===== src/rtl/core/ddo_pkg.sv =====
// Shared constants, types and functions for the differential-drive odometry block.
package ddo_pkg;

  localparam int TICK_BITS    = 16;
  localparam int CORDIC_STEPS = 18;
  localparam int ATAN_ENTRIES = 24;
  localparam int NSTEPS = (CORDIC_STEPS > ATAN_ENTRIES) ? ATAN_ENTRIES : CORDIC_STEPS;
  localparam int STEP_W = 5;

  localparam logic signed [19:0] PI_Q16     = 20'sd205887;
  localparam logic signed [19:0] TWO_PI_Q16 = 20'sd411775;
  localparam logic signed [33:0] PI_Q30      = 34'sd3373259426;
  localparam logic signed [33:0] HALF_PI_Q30 = 34'sd1686629713;
  localparam logic signed [33:0] GAIN_Q30    = 34'sd652032874;

  // Angle reduction: 2*pi shifted up far enough to cover any heading sum below 2^41.
  localparam int          WRAP_SHIFT = 22;
  localparam logic [41:0] WRAP_TOP   = 42'(TWO_PI_Q16) << WRAP_SHIFT;

  // Configuration register indexes.
  localparam logic [2:0] REG_ENABLE = 3'd0;
  localparam logic [2:0] REG_LDPT   = 3'd1;
  localparam logic [2:0] REG_RDPT   = 3'd2;
  localparam logic [2:0] REG_LAPM   = 3'd3;
  localparam logic [2:0] REG_RAPM   = 3'd4;

  localparam logic CMD_TICKS = 1'b0;
  localparam logic CMD_RESET = 1'b1;

  function automatic logic signed [33:0] atan_q30(input logic [STEP_W-1:0] i);
    logic signed [33:0] r;
    unique case (i)
      5'd0:  r = 34'sd843314856;
      5'd1:  r = 34'sd497837829;
      5'd2:  r = 34'sd263043836;
      5'd3:  r = 34'sd133525158;
      5'd4:  r = 34'sd67021686;
      5'd5:  r = 34'sd33543515;
      5'd6:  r = 34'sd16775850;
      5'd7:  r = 34'sd8388437;
      5'd8:  r = 34'sd4194282;
      5'd9:  r = 34'sd2097149;
      5'd10: r = 34'sd1048575;
      5'd11: r = 34'sd524287;
      5'd12: r = 34'sd262143;
      5'd13: r = 34'sd131071;
      5'd14: r = 34'sd65535;
      5'd15: r = 34'sd32767;
      5'd16: r = 34'sd16383;
      5'd17: r = 34'sd8191;
      5'd18: r = 34'sd4095;
      5'd19: r = 34'sd2047;
      5'd20: r = 34'sd1023;
      5'd21: r = 34'sd511;
      5'd22: r = 34'sd255;
      5'd23: r = 34'sd127;
      default: r = '0;
    endcase
    return r;
  endfunction

  // Saturate a 64-bit signed value to 32 bits.
  function automatic logic signed [31:0] sat32(input logic signed [63:0] v);
    if (v > 64'sd2147483647) return 32'sh7fffffff;
    if (v < -64'sd2147483648) return 32'sh80000000;
    return v[31:0];
  endfunction

  // Clip a 16-bit tick delta to the TICK_BITS range.
  function automatic logic signed [15:0] clip_ticks(input logic signed [15:0] v);
    logic signed [32:0] hi;
    logic signed [32:0] lo;
    logic signed [32:0] w;
    hi = (33'sd1 <<< (TICK_BITS - 1)) - 33'sd1;
    lo = -(33'sd1 <<< (TICK_BITS - 1));
    w  = 33'(v);
    if (w > hi) return 16'(hi);
    if (w < lo) return 16'(lo);
    return v;
  endfunction

  typedef struct packed {
    logic               start;
    logic signed [63:0] num;   // signed dividend
    logic        [26:0] den;   // positive divisor
  } div_req_t;

  typedef struct packed {
    logic               done;
    logic signed [63:0] quo;   // rounded to nearest, ties away from zero
  } div_rsp_t;

endpackage


===== src/rtl/core/ddo_cordic.sv =====
// Iterative rotation-mode CORDIC giving Q30 cosine and sine of a Q16 angle.
module ddo_cordic (
  input  logic                clk,
  input  logic                rst,
  input  logic                start,
  input  logic signed [19:0]  angle,
  output logic                done,
  output logic signed [33:0]  cos_q30,
  output logic signed [33:0]  sin_q30
);

  logic signed [33:0] x;
  logic signed [33:0] y;
  logic signed [33:0] z;
  logic               flip;
  logic               busy;
  logic [ddo_pkg::STEP_W-1:0] step;
  logic signed [33:0] z0;

  assign z0 = 34'(angle) <<< 14;

  always_ff @(posedge clk) begin
    if (rst) begin
      busy <= 1'b0;
      done <= 1'b0;
      step <= '0;
    end else begin
      done <= 1'b0;
      if (start) begin
        busy <= 1'b1;
        step <= '0;
        x    <= ddo_pkg::GAIN_Q30;
        y    <= '0;
        if (z0 > ddo_pkg::HALF_PI_Q30) begin
          z <= z0 - ddo_pkg::PI_Q30; flip <= 1'b1;
        end else if (z0 < -ddo_pkg::HALF_PI_Q30) begin
          z <= z0 + ddo_pkg::PI_Q30; flip <= 1'b1;
        end else begin
          z <= z0; flip <= 1'b0;
        end
      end else if (busy) begin
        if (z >= 0) begin
          x <= x - (y >>> step);
          y <= y + (x >>> step);
          z <= z - ddo_pkg::atan_q30(step);
        end else begin
          x <= x + (y >>> step);
          y <= y - (x >>> step);
          z <= z + ddo_pkg::atan_q30(step);
        end
        step <= step + 1'b1;
        if (step == ddo_pkg::STEP_W'(ddo_pkg::NSTEPS - 1)) begin
          busy <= 1'b0;
          done <= 1'b1;
        end
      end
    end
  end

  assign cos_q30 = flip ? -x : x;
  assign sin_q30 = flip ? -y : y;

endmodule


===== config.mk =====
export PLATFORM = sky130hd
export DESIGN_NAME = ddo_cordic
export DESIGN_NICKNAME = d
export VERILOG_FILES = /design/src/rtl/core/ddo_pkg.sv /design/src/rtl/core/ddo_cordic.sv
export SDC_FILE = /design/constraint.sdc
export NUM_CORES = 1
export LEC_CHECK = 0
export ABC_CLOCK_PERIOD_IN_PS = 10500
export BUFFER_PORTS_ARGS = -buffer_cell sky130_fd_sc_hd__buf_2
export CAP_MARGIN = 20
export CORE_ASPECT_RATIO = 2
export CORE_MARGIN = 10
export CORE_UTILIZATION = 30
export DETAILED_ROUTE_END_ITERATION = 8
export SYNTH_ARGS = -nofsm -noshare
export SYNTH_HDL_FRONTEND = slang
export SYNTH_SLANG_ARGS = --single-unit

===== constraint.sdc =====
create_clock -name clk -period 10.5 [get_ports clk]
set_input_delay 0 -clock clk [delete_from_list [all_inputs] [get_ports clk]]
set_output_delay 0 -clock clk [all_outputs]
set_load 0.01 [all_outputs]

==> impl_metrics.py <==
metrics = {
    "sta": {
        "whs_ns": 0.01521,
        "tns_ns": 0,
        "setup_viol": 0,
        "tightest_slew_ns": 1.058,
        "slew_headroom_pct": 27.67,
        "fin_crit_sh_pct": 72.98,
        "skew_ns": 0.02312,
        "finalHoldViolations": 0,
        "period_minus_slack_ns": 7.663,
        "fmax_mhz": 130.5,
        "rsz0062_at_grt": "no",
        "slew_viol_final": 0,
    },
    "synthesis": {
        "syn_inst": 2311,
        "ys.warnings.count": 0,
        "syn_area_per_cell_um2": 8.315,
        "syn-cell-area_um2": 19220,
        "synth-async-reset-ratio_pct": 0,
        "synthesis.nets": 2455,
        "synth_edf_count": 103,
        "synth_cell_types": 81,
        "yosysSeqAreaShare_pct": 19.95,
        "synth_seq_cells": 140,
        "ys.flop_type": "edfxtp_1",
    },
    "clocking": {
        "root_buffer": "clkbuf_16",
        "cts_tree": "done",
        "clockBufferDepth": 2,
        "postCtsSetupBuffers": 0,
        "cts_buffers": 17,
        "clock-sinks": 140,
        "insertion_delay_ns": 0.47,
        "clk_pin_slew_ns": 0.07,
        "htree_levels": 4,
    },
    "detailed_routing": {
        "via_count": 18780,
        "viasPerCell": 6.048,
        "dr.first_iter.drc_count": 1563,
        "drc": 0,
        "ant_nets": 0,
        "first_pass_iters": 8,
        "wl_per_cell_um": 24.63,
        "wl_um": 76480,
    },
    "layout": {
        "regArea_um2": 3847,
        "syn2layout_area_growth_pct": 8.667,
        "antenna_cells": 0,
        "multi_input_area_um2": 14490,
        "layout_commonest_cell": "nand2_1",
        "drive_gt1_share_pct": 12.83,
        "fillCellCount": 6756,
        "layout_common_cells": "nand2_1 (226), nor2_1 (184), o21ai_0 (170)",
        "post-route-util_pct": 32.83,
        "nNetsFinal": 2438,
    },
    "global_route": {
        "grt_usage_pct": 20.18,
        "grt_pass1_wl_um": 115000,
        "antenna_found_initial": 1,
        "grt_max_degree": 87,
        "grt_pass1_vias": 18961,
        "grt_overflow_total": 0,
    },
    "power": {
        "pwr-share-seq_pct": 23.3,
        "peakVddDrop_mv": 0.1426,
        "p_switching_mw": 2.309,
        "power.density_nw_per_um2": 222.0,
        "intPower_mw": 2.326,
        "switching_share_pct": 49.82,
        "comb_power_share_pct": 62.9,
        "p_leak_nw": 7.715,
        "power_frac_clock_pct": 13.8,
    },
    "critical_path": {
        "path_class": "register to register",
        "crit_arrival_ns": 7.98,
        "critPathLaunchType": "register",
        "end_kind": "register",
        "worstPathCellList": "buf_12, mux2i_1, o22a_1, a32oi_1, nand2_1, and2_1, ha_1, nor3b_1, nand4bb_1, or4_1, and3_1, or3_1, ha_1, a21oi_1, nand2b_1, a211oi_1, a31oi_1, a311o_1, a21oi_1, o21ai_0, nand2b_1, mux2i_1",
        "crit_slowest_cell": "mux2i_1",
        "crit_family": "simple AND/OR/NAND/NOR gates",
        "critPathMaxFanout": 86,
        "worst_ep_required_time_ns": 10.82,
        "cpPeakStageDelay_ns": 0.81,
        "crit_buf_inv": 1,
    },
    "die": {
        "ios": 92,
        "dieWidth_um": 199.0,
        "fp.dieArea_um2": 75190,
        "core_area_um2": 63600,
        "die_h_um": 377.9,
        "start_util_pct": 30.22,
        "rows": 131,
    },
    "run": {
        "maxCapViolations": 0,
    },
    "min_path": {
        "hp-class": "primary input to register",
    },
    "placement": {
        "port_buffers": 91,
        "dp_hpwl_um": 56260,
        "gp_congestion": 1.069,
    },
    "outcome": {
        "status": "finished, final reports clean",
    },
}
==> layer usage <==
layer	GRT usage [%]	routed length, µm	vias up	share of wire [%]
li1	-	-	8594	-
met4	16.59	6594	0	8.6
met5	0	0	-	0
met1	19.45	25440	9087	33
met3	4.392	5216	292	6.8
met2	36.05	39220	807	51
==> cell type report <==
| cell class | instances | share of cell area [%] |
|---|---|---|
| clock inverters | 14 | 0.6531 |
| multi-input cells | 1956 | 69.40 |
| flip-flops and latches | 140 | 18.43 |
| clock buffers | 18 | 2.157 |
| inverters | 53 | 0.9527 |
| repair buffers | 126 | 3.631 |
| well taps | 798 | 4.782 |
==> through the flow <==
step / power (mW) / setup WS, ns / cell area [µm²] / std cells
after detailed placement: 3.893 / 2.851 / 20170 / 3060
after CTS: 4.559 / 2.846 / 20860 / 3102
after global routing: 4.953 / 2.287 / 20880 / 3105
after global placement: 3.892 / 2.908 / 20160 / 3059
after floorplan: 3.043 / 4.253 / 19220 / 2311
final: 4.636 / 2.837 / 20880 / 3105
==> synthesized netlist by cell type (8+ instances only) <==
cell type | n | share of area, %
or4_1 | 19 | 0.74
mux4_2 | 75 | 8.8
a21o_1 | 45 | 1.8
nand3_1 | 34 | 0.89
o41ai_1 | 19 | 0.87
dfxtp_1 | 37 | 3.9
or2_2 | 22 | 0.72
buf_4 | 8 | 0.31
or3_1 | 27 | 0.88
a211oi_1 | 20 | 0.78
o31ai_1 | 38 | 1.5
nand4_1 | 13 | 0.42
nor4_1 | 9 | 0.29
nand2_1 | 226 | 4.4
o21ai_0 | 170 | 4.4
and3_1 | 20 | 0.65
buf_1 | 17 | 0.33
buf_2 | 25 | 0.65
a2111oi_0 | 10 | 0.46
inv_1 | 51 | 1.0
mux2i_1 | 79 | 4.1
a31oi_1 | 18 | 0.59
a211o_1 | 8 | 0.36
o31a_1 | 8 | 0.36
a221oi_1 | 12 | 0.55
xnor2_1 | 155 | 7.1
o211ai_1 | 19 | 0.74
nand2b_1 | 54 | 1.8
clkbuf_1 | 108 | 2.1
edfxtp_1 | 103 | 16
nor2b_1 | 16 | 0.52
xor2_1 | 99 | 4.5
nor2_1 | 185 | 3.6
ha_1 | 118 | 7.7
o21a_1 | 27 | 1.1
and2_1 | 27 | 0.88
mux2_2 | 32 | 1.9
a21boi_0 | 8 | 0.31
o22ai_1 | 36 | 1.2
nor3_1 | 37 | 0.96
a21oi_1 | 156 | 4.1
==> power groups by stage <==
stage          logic, mW  registers, mW  clock network (mW)
2_1_floorplan       2.19          0.853                   0
3_3_place_gp        2.82           1.07                   0
3_5_place_dp        2.82           1.07                   0
4_1_cts             2.84           1.06               0.652
5_1_grt             3.20           1.09               0.671
6_report            2.92           1.08               0.638
==> kinds of logic after synthesis <==
| kind of cell | count (synthesis) | share of synthesized area, % |
|---|---|---|
| flops | 140 | 19.95 |
| simple gates | 715 | 17.96 |
| compound gates | 678 | 22.88 |
| buf+inv | 215 | 4.675 |
| fa+ha+maj | 121 | 7.996 |
| xor+xnor | 255 | 11.69 |
| mux | 187 | 14.84 |
==> worst min-delay path: stages <==
cell and delay (ns):
buf_2 0.14, xnor2_1 0.10, o21ai_0 0.13
==> path summary, 6_finish.rpt <==
kind | from | slack (ns) | cells past startpoint | endpoint
worst max register to register | step[1] | 2.84 | 22 | y[33]
worst max-delay path | step[1] | 2.84 | 22 | y[33]
worst min-delay path | angle[0] | 0.02 | 3 | z[14]
worst min register to register | busy | 0.65 | 1 | done
==> timing repair <==
action,CTS,global route
hold buffers,10,0
gates resized for setup,0,0
endpoints found under the hold margin,12,0
No activity file was read; power rests on OpenSTA's default activity.
