--- src/rtl/core/ddo_pkg.sv ---
// Shared constants, types and functions for the differential-drive odometry block.
package ddo_pkg;

  localparam int TICK_BITS    = 16;
  localparam int CORDIC_STEPS = 18;
  localparam int ATAN_ENTRIES = 24;
  localparam int NSTEPS = (CORDIC_STEPS > ATAN_ENTRIES) ? ATAN_ENTRIES : CORDIC_STEPS;
  localparam int STEP_W = 5;

  localparam logic signed [19:0] PI_Q16     = 20'sd205887;
  localparam logic signed [19:0] TWO_PI_Q16 = 20'sd411775;
  localparam logic signed [33:0] PI_Q30      = 34'sd3373259426;
  localparam logic signed [33:0] HALF_PI_Q30 = 34'sd1686629713;
  localparam logic signed [33:0] GAIN_Q30    = 34'sd652032874;

  // Angle reduction: 2*pi shifted up far enough to cover any heading sum below 2^41.
  localparam int          WRAP_SHIFT = 22;
  localparam logic [41:0] WRAP_TOP   = 42'(TWO_PI_Q16) << WRAP_SHIFT;

  // Configuration register indexes.
  localparam logic [2:0] REG_ENABLE = 3'd0;
  localparam logic [2:0] REG_LDPT   = 3'd1;
  localparam logic [2:0] REG_RDPT   = 3'd2;
  localparam logic [2:0] REG_LAPM   = 3'd3;
  localparam logic [2:0] REG_RAPM   = 3'd4;

  localparam logic CMD_TICKS = 1'b0;
  localparam logic CMD_RESET = 1'b1;

  function automatic logic signed [33:0] atan_q30(input logic [STEP_W-1:0] i);
    logic signed [33:0] r;
    unique case (i)
      5'd0:  r = 34'sd843314856;
      5'd1:  r = 34'sd497837829;
      5'd2:  r = 34'sd263043836;
      5'd3:  r = 34'sd133525158;
      5'd4:  r = 34'sd67021686;
      5'd5:  r = 34'sd33543515;
      5'd6:  r = 34'sd16775850;
      5'd7:  r = 34'sd8388437;
      5'd8:  r = 34'sd4194282;
      5'd9:  r = 34'sd2097149;
      5'd10: r = 34'sd1048575;
      5'd11: r = 34'sd524287;
      5'd12: r = 34'sd262143;
      5'd13: r = 34'sd131071;
      5'd14: r = 34'sd65535;
      5'd15: r = 34'sd32767;
      5'd16: r = 34'sd16383;
      5'd17: r = 34'sd8191;
      5'd18: r = 34'sd4095;
      5'd19: r = 34'sd2047;
      5'd20: r = 34'sd1023;
      5'd21: r = 34'sd511;
      5'd22: r = 34'sd255;
      5'd23: r = 34'sd127;
      default: r = '0;
    endcase
    return r;
  endfunction

  // Saturate a 64-bit signed value to 32 bits.
  function automatic logic signed [31:0] sat32(input logic signed [63:0] v);
    if (v > 64'sd2147483647) return 32'sh7fffffff;
    if (v < -64'sd2147483648) return 32'sh80000000;
    return v[31:0];
  endfunction

  // Clip a 16-bit tick delta to the TICK_BITS range.
  function automatic logic signed [15:0] clip_ticks(input logic signed [15:0] v);
    logic signed [32:0] hi;
    logic signed [32:0] lo;
    logic signed [32:0] w;
    hi = (33'sd1 <<< (TICK_BITS - 1)) - 33'sd1;
    lo = -(33'sd1 <<< (TICK_BITS - 1));
    w  = 33'(v);
    if (w > hi) return 16'(hi);
    if (w < lo) return 16'(lo);
    return v;
  endfunction

  typedef struct packed {
    logic               start;
    logic signed [63:0] num;   // signed dividend
    logic        [26:0] den;   // positive divisor
  } div_req_t;

  typedef struct packed {
    logic               done;
    logic signed [63:0] quo;   // rounded to nearest, ties away from zero
  } div_rsp_t;

endpackage

--- src/rtl/core/ddo_div.sv ---
// Radix-2 restoring divider with round-half-away-from-zero result.
module ddo_div (
  input  logic              clk,
  input  logic              rst,
  input  ddo_pkg::div_req_t req,
  output ddo_pkg::div_rsp_t rsp
);

  logic        [63:0] rem;
  logic        [63:0] quo;
  logic        [63:0] dvd;
  logic        [26:0] den;
  logic               neg;
  logic        [6:0]  cnt;
  logic               busy;
  logic               done;
  logic        [64:0] trial;
  logic        [63:0] mag;

  assign mag   = req.num[63] ? 64'(-req.num) : 64'(req.num);
  assign trial = {rem, dvd[63]} - {38'd0, den};

  always_ff @(posedge clk) begin
    if (rst) begin
      busy <= 1'b0;
      done <= 1'b0;
      cnt  <= '0;
    end else begin
      done <= 1'b0;
      if (req.start) begin
        busy <= 1'b1;
        cnt  <= 7'd64;
        neg  <= req.num[63];
        // magnitude plus half the divisor, as the rounding rule asks
        dvd  <= mag + 64'(req.den >> 1);
        den  <= req.den;
        rem  <= '0;
        quo  <= '0;
      end else if (busy) begin
        if (!trial[64]) begin
          rem <= trial[63:0];
          quo <= {quo[62:0], 1'b1};
        end else begin
          rem <= {rem[62:0], dvd[63]};
          quo <= {quo[62:0], 1'b0};
        end
        dvd <= {dvd[62:0], 1'b0};
        cnt <= cnt - 7'd1;
        if (cnt == 7'd1) begin
          busy <= 1'b0;
          done <= 1'b1;
        end
      end
    end
  end

  assign rsp.done = done;
  assign rsp.quo  = neg ? -$signed(quo) : $signed(quo);

endmodule

--- config.mk ---
export PLATFORM = sky130hd
export DESIGN_NAME = ddo_div
export DESIGN_NICKNAME = d
export VERILOG_FILES = /design/src/rtl/core/ddo_pkg.sv /design/src/rtl/core/ddo_div.sv
export SDC_FILE = /design/constraint.sdc
export NUM_CORES = 1
export LEC_CHECK = 0
export ABC_AREA = 1
export CORE_MARGIN = 4
export CORE_UTILIZATION = 30
export CTS_CLUSTER_DIAMETER = 120
export DETAILED_ROUTE_END_ITERATION = 10
export DONT_BUFFER_PORTS = 1
export GPL_TIMING_DRIVEN = 0
export PLACE_DENSITY = 0.42
export REMOVE_ABC_BUFFERS = 1
export SYNTH_ARGS = -nofsm -noshare
export SYNTH_HDL_FRONTEND = slang
export SYNTH_SLANG_ARGS = --single-unit
--- constraint.sdc ---
create_clock -name clk -period 16.04 [get_ports clk]
set_input_delay 2.406 -clock clk [delete_from_list [all_inputs] [get_ports clk]]
set_output_delay 2.406 -clock clk [all_outputs]
set_load 0.01 [all_outputs]
==> results of run 1 <==
power breakdown:
part | total (W) | internal [W] | switching [W]
clock | 0.000728 | 0.000435 | 0.000294
combinational | 0.000422 | 0.000140 | 0.000282
sequential | 0.000741 | 0.000713 | 0.0000278
cells in the mapped netlist, types with 3 or more instances:
cell type,number,area share
nor2_1,432,0.086
dfxtp_1,9,0.0096
o31ai_1,3,0.0012
nand3b_1,7,0.0028
nand4_1,61,0.020
o21ai_1,21,0.0056
nor2_2,26,0.0086
o21ai_4,3,0.0026
nor3b_1,3,0.0012
nor2_4,10,0.0060
o21ai_0,127,0.034
nand2_4,3,0.0018
o21a_1,6,0.0024
a21o_1,13,0.0052
nand2_1,653,0.13
buf_4,7,0.0028
nor3_2,3,0.0016
buf_2,16,0.0043
nor3_1,35,0.0093
nor4_1,28,0.0093
clkbuf_1,29,0.0058
ha_1,58,0.039
nand2_2,24,0.0080
o21bai_1,8,0.0032
xor2_1,111,0.052
a21oi_1,134,0.036
xnor2_1,56,0.026
a31oi_1,10,0.0033
inv_2,12,0.0024
nand3_1,136,0.036
inv_1,382,0.076
o21ai_2,4,0.0019
nand3_2,10,0.0053
edfxtp_1,220,0.35
worst register-to-register path: stages, from the launching register on:
cell and delay (ns):
edfxtp_1 0.42, inv_1 0.06, ha_1 0.23, fa_1 0.42
inv_1 0.07, nand3_1 0.06, nand2_1 0.16, nand3_1 0.09
nand2_1 0.18, a21oi_2 0.13, o21ai_2 0.29, nand2_2 0.16
nand3_1 0.10, nand2_1 0.08, nand2_4 0.41, buf_12 0.29
inv_2 0.29, nor3b_1 0.30, nor2_1 0.08
state kept, by name, indices dropped and copies added, names as in the netlist:
name  flops
dvd      64
den      27
busy      1
quo      64
cnt       7
neg       1
done      1
rem      64
cells by family after synthesis:
logic type,Yosys count,synth area share
and+or+nand+nor,1437,0.330
buffers and inverters,451,0.0932
AOI/OAI and AO/OA,338,0.0986
DFF,229,0.360
xor gates and xnor gates,167,0.0776
adders and majority gates,60,0.0406
worst paths after layout:
check	to	slack [ns]	depth (start not counted)
max	rsp[54]	9.84	7
min	cnt[6]	0.47	2
max reg2reg	rem[36]	11.99	18
min reg2reg	cnt[6]	0.47	2
metrics by stage:
step                       util  instance area [um^2]  setup WS [ns]  power [W]
final                     0.339                 21000           9.84    0.00189
after global routing      0.339                 21000           9.46    0.00200
after CTS                 0.339                 21000           9.74    0.00192
after detailed placement  0.322                 19900          10.11    0.00118
after global placement    0.317                 19600          -5.96    0.00118
after floorplan               -                 18600           1.97    0.00107
routing by layer:
layer | vias to the layer above | GRT usage | part of all wire
li1 | 8712 | - | -
met1 | 7834 | 0.244 | 0.48
met2 | 342 | 0.287 | 0.45
met3 | 59 | 0.0305 | 0.053
met4 | 4 | 0.0322 | 0.019
met5 | - | 0 | 0.00038
cell type report:
class	count	share of cell area
Tap cell	837	0.0499
Clock buffer	32	0.0371
Sequential cell	229	0.323
Multi-Input combinational cell	2002	0.492
Timing Repair Buffer	12	0.0136
Antenna cell	2	0.000238
Clock inverter	26	0.0134
Inverter	394	0.0706
==> flow_results.xml, run 1 <==
<?xml version="1.0" encoding="UTF-8"?>
<metrics>
  <group name="outcome">
    <metric name="status" unit="">finished clean</metric>
  </group>
  <group name="cells_and_area">
    <metric name="layout_commonest_cell" unit="">nand2_1</metric>
    <metric name="layout_common_cells" unit="">nand2_1, nor2_1, inv_1, edfxtp_1, nand3_1</metric>
    <metric name="drive_gt1_frac" unit="">0.0616</metric>
    <metric name="multi_input_comb_area" unit="um^2">10300</metric>
    <metric name="seqCellArea" unit="um^2">6790</metric>
    <metric name="area_delta_synth_final" unit="%">11.4</metric>
    <metric name="fillers" unit="">6838</metric>
    <metric name="final_net_count" unit="">2824</metric>
    <metric name="finish.cell_count_without_fillers" unit="">3534</metric>
  </group>
  <group name="cts">
    <metric name="inserted_clock_buffers" unit="">31</metric>
    <metric name="cts_htree_levels" unit="">1</metric>
    <metric name="path_clk_slew" unit="ns">0.06</metric>
    <metric name="cts_max_path_buffers" unit="">3</metric>
    <metric name="cts_post_setup_buffers_inserted" unit="">0</metric>
    <metric name="clkSinkCount" unit="">229</metric>
    <metric name="worst_skew_pair.late_latency" unit="ns">0.61</metric>
    <metric name="hold_buffers" unit="">0</metric>
    <metric name="ctsResizeCount" unit="">0</metric>
    <metric name="tritoncts_clock_tree" unit="">done</metric>
    <metric name="clockRootBuffer" unit="">clkbuf_16</metric>
  </group>
  <group name="timing">
    <metric name="finalMaxSlewViolations" unit="">0</metric>
    <metric name="finalSetupViolations" unit="">0</metric>
    <metric name="max_slew_margin" unit="">0.378</metric>
    <metric name="max_freq" unit="MHz">161</metric>
    <metric name="finalWorstPathRequiredPeriod" unit="ns">6.20</metric>
    <metric name="setup_skew_after_layout" unit="ns">0.0266</metric>
    <metric name="whs" unit="ns">0.466</metric>
    <metric name="fin_tns_setup" unit="ns">0</metric>
    <metric name="final_min_period_over_clock_period" unit="">0.387</metric>
    <metric name="grt_setup_unrepaired" unit="">false</metric>
    <metric name="hold_violation_count_in_the_final_report" unit="">0</metric>
    <metric name="tightestPinTransition" unit="ns">0.930</metric>
  </group>
  <group name="routing">
    <metric name="route.vias.total" unit="">16951</metric>
    <metric name="remaining_drc_errors" unit="">0</metric>
    <metric name="viasPerCell" unit="">4.80</metric>
    <metric name="drtIter0Drc" unit="">1046</metric>
    <metric name="detail_route.wirelength" unit="mm">60.3</metric>
    <metric name="post_detailed_route_wirelength_per_cell" unit="um">17.1</metric>
    <metric name="remaining_antenna_violation_count_after_routing" unit="">0</metric>
    <metric name="dr.pass1.iters" unit="">5</metric>
  </group>
  <group name="placed_design">
    <metric name="routabilityCongestion" unit="">0.914</metric>
    <metric name="numPlacedInstances" unit="">3474</metric>
    <metric name="detailed_place_hpwl" unit="mm">48.1</metric>
    <metric name="port_buffers" unit="">0</metric>
  </group>
  <group name="critical_path">
    <metric name="critPathKind" unit="">reg2out</metric>
    <metric name="r2r_start" unit="">dvd[63]</metric>
    <metric name="cp_cell_sequence" unit="">buf_16 -&gt; inv_1 -&gt; a41oi_1 -&gt; a21oi_1 -&gt; o21ai_0 -&gt; a21oi_1 -&gt; xor2_1</metric>
    <metric name="critical_path.max_stage_delay" unit="ns">0.70</metric>
    <metric name="critical_path.startpoint_type" unit="">register</metric>
    <metric name="arrival_time_of_data_at_the_critical_path_endpoint" unit="ns">3.79</metric>
    <metric name="critical_path_source" unit="">neg</metric>
    <metric name="critPathRequiredTime" unit="ns">13.63</metric>
    <metric name="critPathSlowestCell" unit="">edfxtp_1</metric>
    <metric name="critical-path-top-cell-by-count" unit="">a21oi_1</metric>
    <metric name="critical_path.endpoint_type" unit="">output pin</metric>
    <metric name="path_max_fanout" unit="">26</metric>
    <metric name="cp_bufs_invs" unit="">2</metric>
    <metric name="critical-path-top-delay-family" unit="">compound AO/OA/AOI/OAI gates</metric>
  </group>
  <group name="synthesis">
    <metric name="flop_and_latch_count_out_of_synthesis" unit="">229</metric>
    <metric name="netlist_area" unit="um^2">18800</metric>
    <metric name="post_synth.cell_area_avg" unit="um^2">7.02</metric>
    <metric name="yosysUniqueCellTypes" unit="">52</metric>
    <metric name="postSynth.asyncResetShare" unit="">0</metric>
    <metric name="ys.warnings.count" unit="">0</metric>
    <metric name="seq_total_area_yosys" unit="">0.360</metric>
    <metric name="synth_enable_flop_cells" unit="">220</metric>
    <metric name="synthFlopType" unit="">edfxtp_1</metric>
    <metric name="netlist_instances" unit="">2682</metric>
  </group>
  <group name="grt">
    <metric name="grt_max_degree" unit="">116</metric>
    <metric name="grt_antenna_before_repair" unit="">7</metric>
    <metric name="grt-ovfl-total" unit="">0</metric>
    <metric name="wire_length_of_the_first_global_routing_pass" unit="mm">93.9</metric>
    <metric name="globalRouteTotalUtil" unit="">0.174</metric>
    <metric name="first_global_vias" unit="">16522</metric>
  </group>
  <group name="power_and_ir_drop">
    <metric name="vdd_ir_drop_max" unit="V">0.0000809</metric>
    <metric name="power_density" unit="nW/um^2">90.1</metric>
    <metric name="p_leak" unit="nW">8.76</metric>
  </group>
  <group name="hold_path">
    <metric name="min_path_type" unit="">reg2reg</metric>
    <metric name="worst_hold_startpoint" unit="">cnt[6]</metric>
  </group>
  <group name="floorplanning">
    <metric name="die_h" unit="um">259</metric>
    <metric name="ios" unit="">159</metric>
    <metric name="start_util" unit="">0.304</metric>
    <metric name="dieArea" unit="um^2">66900</metric>
    <metric name="core.rowCount" unit="">91</metric>
    <metric name="placeableCoreArea" unit="um^2">61900</metric>
    <metric name="die_x" unit="um">259</metric>
  </group>
  <group name="run">
    <metric name="cap_violations" unit="">0</metric>
  </group>
</metrics>
Note: power is estimated with default switching activity, not from simulation.
==> run 2, diff against run 1 <==
ABC_AREA = 0   (was 1)
PLACE_DENSITY = 0.43   (was 0.42)
clock period = 5.1 ns   (was 16.04 ns; I/O delays follow)
==> flow_results.xml, run 2 <==
<?xml version="1.0" encoding="UTF-8"?>
<metrics>
  <group name="timing">
    <metric name="hold_violation_count_in_the_final_report" unit="">0</metric>
    <metric name="grt_setup_unrepaired" unit="">true</metric>
    <metric name="finalMaxSlewViolations" unit="">0</metric>
    <metric name="max_freq" unit="MHz">206</metric>
    <metric name="max_slew_margin" unit="">0.0876</metric>
    <metric name="finalSetupViolations" unit="">0</metric>
    <metric name="setup_skew_after_layout" unit="ns">0.0158</metric>
    <metric name="tightestPinTransition" unit="ns">1.35</metric>
    <metric name="finalWorstPathRequiredPeriod" unit="ns">4.86</metric>
    <metric name="final_min_period_over_clock_period" unit="">0.952</metric>
  </group>
  <group name="routing">
    <metric name="post_detailed_route_wirelength_per_cell" unit="um">19.3</metric>
    <metric name="remaining_drc_errors" unit="">0</metric>
    <metric name="remaining_antenna_violation_count_after_routing" unit="">0</metric>
    <metric name="detail_route.wirelength" unit="mm">46.7</metric>
    <metric name="dr.pass1.iters" unit="">5</metric>
    <metric name="viasPerCell" unit="">5.43</metric>
    <metric name="route.vias.total" unit="">13093</metric>
    <metric name="drtIter0Drc" unit="">801</metric>
  </group>
  <group name="synthesis">
    <metric name="postSynth.asyncResetShare" unit="">0</metric>
    <metric name="top_cells_by_instance_count_after_synthesis" unit="">edfxtp_1, nand2_1, xnor2_1, a21oi_1, nor2_1</metric>
    <metric name="netlist_area" unit="um^2">16500</metric>
    <metric name="post_synth.cell_area_avg" unit="um^2">9.63</metric>
    <metric name="synth_fa_ha_area_frac" unit="">0.0463</metric>
    <metric name="post_synth_and_or_nand_nor_area_fraction" unit="">0.219</metric>
    <metric name="ys.warnings.count" unit="">0</metric>
    <metric name="flop_and_latch_count_out_of_synthesis" unit="">229</metric>
    <metric name="yosys.cell_count.top_type" unit="">edfxtp_1</metric>
    <metric name="synth_compound_area_frac" unit="">0.159</metric>
    <metric name="seq_total_area_yosys" unit="">0.410</metric>
    <metric name="netlist_instances" unit="">1718</metric>
    <metric name="synth_xor_xnor_area_share" unit="">0.100</metric>
    <metric name="synth_enable_flop_cells" unit="">220</metric>
    <metric name="yosysUniqueCellTypes" unit="">81</metric>
    <metric name="synthFlopType" unit="">edfxtp_1</metric>
    <metric name="synth_top_family_by_area" unit="">simple AND/OR/NAND/NOR gates</metric>
    <metric name="synth.top_cell.area_share" unit="">0.399</metric>
    <metric name="synth.top_cells.by_area" unit="">edfxtp_1, xnor2_1, ha_1</metric>
    <metric name="post-synth-top-area-cell" unit="">edfxtp_1</metric>
    <metric name="post_synth_mux_area_share" unit="">0.0306</metric>
  </group>
  <group name="hold_path">
    <metric name="worst_hold_startpoint" unit="">rst</metric>
    <metric name="min_path_type" unit="">in2reg</metric>
  </group>
  <group name="cts">
    <metric name="cts_max_path_buffers" unit="">3</metric>
    <metric name="clkSinkCount" unit="">229</metric>
    <metric name="cts_htree_levels" unit="">1</metric>
    <metric name="clockRootBuffer" unit="">clkbuf_16</metric>
    <metric name="tritoncts_clock_tree" unit="">done</metric>
    <metric name="path_clk_slew" unit="ns">0.06</metric>
    <metric name="inserted_clock_buffers" unit="">31</metric>
    <metric name="worst_skew_pair.late_latency" unit="ns">0.57</metric>
  </group>
  <group name="critical_path">
    <metric name="critical_path.endpoint_type" unit="">output pin</metric>
    <metric name="cp_bufs_invs" unit="">0</metric>
    <metric name="critical_path.max_stage_delay" unit="ns">0.62</metric>
    <metric name="path_max_fanout" unit="">8</metric>
    <metric name="arrival_time_of_data_at_the_critical_path_endpoint" unit="ns">4.09</metric>
    <metric name="critPathSlowestCell" unit="">or4_1</metric>
    <metric name="critPathKind" unit="">reg2out</metric>
    <metric name="critical_path_source" unit="">quo[8]</metric>
    <metric name="critical-path-top-delay-family" unit="">simple AND/OR/NAND/NOR gates</metric>
    <metric name="cp_cell_sequence" unit="">or4_1 -&gt; nor4_4 -&gt; nand2_1 -&gt; or3_4 -&gt; or3_4 -&gt; or4_1 -&gt; or4_1 -&gt; o21ai_1 -&gt; xnor2_1</metric>
    <metric name="critical-path-top-cell-by-count" unit="">or4_1</metric>
    <metric name="critical_path.startpoint_type" unit="">register</metric>
    <metric name="r2r_start" unit="">dvd[63]</metric>
    <metric name="critPathRequiredTime" unit="ns">4.34</metric>
  </group>
  <group name="grt">
    <metric name="wire_length_of_the_first_global_routing_pass" unit="mm">72.8</metric>
    <metric name="first_global_vias" unit="">12654</metric>
    <metric name="grt_max_degree" unit="">208</metric>
    <metric name="globalRouteTotalUtil" unit="">0.151</metric>
    <metric name="grt-ovfl-total" unit="">0</metric>
    <metric name="grt_antenna_before_repair" unit="">6</metric>
  </group>
  <group name="floorplanning">
    <metric name="die_h" unit="um">243</metric>
    <metric name="ios" unit="">159</metric>
    <metric name="dieArea" unit="um^2">58900</metric>
    <metric name="core.rowCount" unit="">85</metric>
    <metric name="die_x" unit="um">243</metric>
    <metric name="start_util" unit="">0.305</metric>
    <metric name="placeableCoreArea" unit="um^2">54200</metric>
  </group>
  <group name="power_and_ir_drop">
    <metric name="p_leak" unit="nW">6.18</metric>
    <metric name="power_density" unit="nW/um^2">304</metric>
    <metric name="vdd_ir_drop_max" unit="V">0.000241</metric>
    <metric name="total_power" unit="W">0.00564</metric>
  </group>
  <group name="placed_design">
    <metric name="detailed_place_hpwl" unit="mm">33.4</metric>
    <metric name="port_buffers" unit="">0</metric>
    <metric name="placed_area" unit="um^2">17400</metric>
    <metric name="routabilityCongestion" unit="">0.818</metric>
  </group>
  <group name="cells_and_area">
    <metric name="multi_input_comb_area" unit="um^2">9270</metric>
    <metric name="top_registers" unit="">dvd x64, quo x64, rem x64</metric>
    <metric name="layout_common_cells" unit="">edfxtp_1, nand2_1, xnor2_1, a21oi_1, nor2_1</metric>
    <metric name="final_net_count" unit="">1847</metric>
    <metric name="final_design_area_no_fill" unit="um^2">18500</metric>
    <metric name="drive_gt1_frac" unit="">0.105</metric>
    <metric name="seqCellArea" unit="um^2">6790</metric>
    <metric name="area_delta_synth_final" unit="%">12.2</metric>
    <metric name="fillers" unit="">5546</metric>
    <metric name="diodes_inserted" unit="">0</metric>
    <metric name="layout_commonest_cell" unit="">edfxtp_1</metric>
    <metric name="finalCoreUtilization" unit="">0.342</metric>
  </group>
  <group name="run">
    <metric name="cap_violations" unit="">0</metric>
  </group>
  <group name="outcome">
    <metric name="status" unit="">finished clean</metric>
  </group>
</metrics>
-- run 2: cell types whose count changed after synthesis, sizes merged, moves of 53 or more --
| cell | delta |
|---|---|
| inv | -336 |
| nand2 | -519 |
| nand3 | -109 |
| nor2 | -371 |
| nor2b | +81 |
| o21ai | -76 |
| o31ai | +53 |
| xnor2 | +87 |
| xor2 | -65 |
-- run 2: cell families after synthesis --
family	Yosys count
DFF	229
buffers and inverters	144
and+or+nand+nor	657
AOI/OAI and AO/OA	394
xor gates and xnor gates	189
adders and majority gates	60
muxes	45
-- run 2: path summary, 6_finish.rpt --
path	end	slack [ns]	cells past startpoint
hold reg to reg	cnt[1]	0.50	2
hold / removal	cnt[6]	0.25	1
setup reg to reg	rem[47]	0.30	12
setup / recovery	rsp[57]	0.24	9
-- run 2: repair_timing --
action	4_1_cts	5_1_grt
cloned	1	0
resized for setup	6	9
hold buffers	0	0
setup buffers	3	11
pin swaps	1	4
endpoints found under the setup margin	23	40
-- run 2: routing by layer --
layer / vias to the layer above / global-route usage / wire length [um]
li1: 6433 / - / -
met1: 6285 / 0.200 / 20800
met2: 300 / 0.239 / 20800
met3: 71 / 0.0491 / 3800
met4: 4 / 0.0390 / 1260
met5: - / 0 / 14
-- run 2: area by class of cell --
cell class                      instances  area share
Clock inverter                         24      0.0119
Tap cell                              696      0.0470
Clock buffer                           33      0.0422
Timing Repair Buffer                   27      0.0215
Sequential cell                       229       0.366
Multi-Input combinational cell       1346       0.500
Inverter                               58      0.0117
-- run 2: per-stage QoR --
step	cells	hold slack, ns	setup WS [ns]	TNS (ns)
after floorplan	1632	0.469	-4.42	-848.89
after global placement	2328	0.485	-9.79	-1906.81
after detailed placement	2341	0.488	-1.47	-24.20
after CTS	2402	0.204	0.0406	0
after global routing	2413	0.215	-0.0333	-0.130
final	2413	0.249	0.244	0
-- run 2: power by group --
part | total [W] | internal, W | switching (W)
Combinational | 0.00114 | 0.000495 | 0.000647
Sequential | 0.00233 | 0.00225 | 0.0000864
Clock | 0.00216 | 0.00130 | 0.000861
-- run 2: worst register-to-register path, delay by kind of cell, from the launching register on --
kind / cells / cell delay [ns]
adder cells (fa/ha/maj): 2 / 0.64
AO/OA/AOI/OAI: 5 / 1.72
buffers and inverters: 1 / 0.09
multiplexers: 1 / 0.38
AND/OR/NAND/NOR: 3 / 1.19
flip-flops: 1 / 0.52
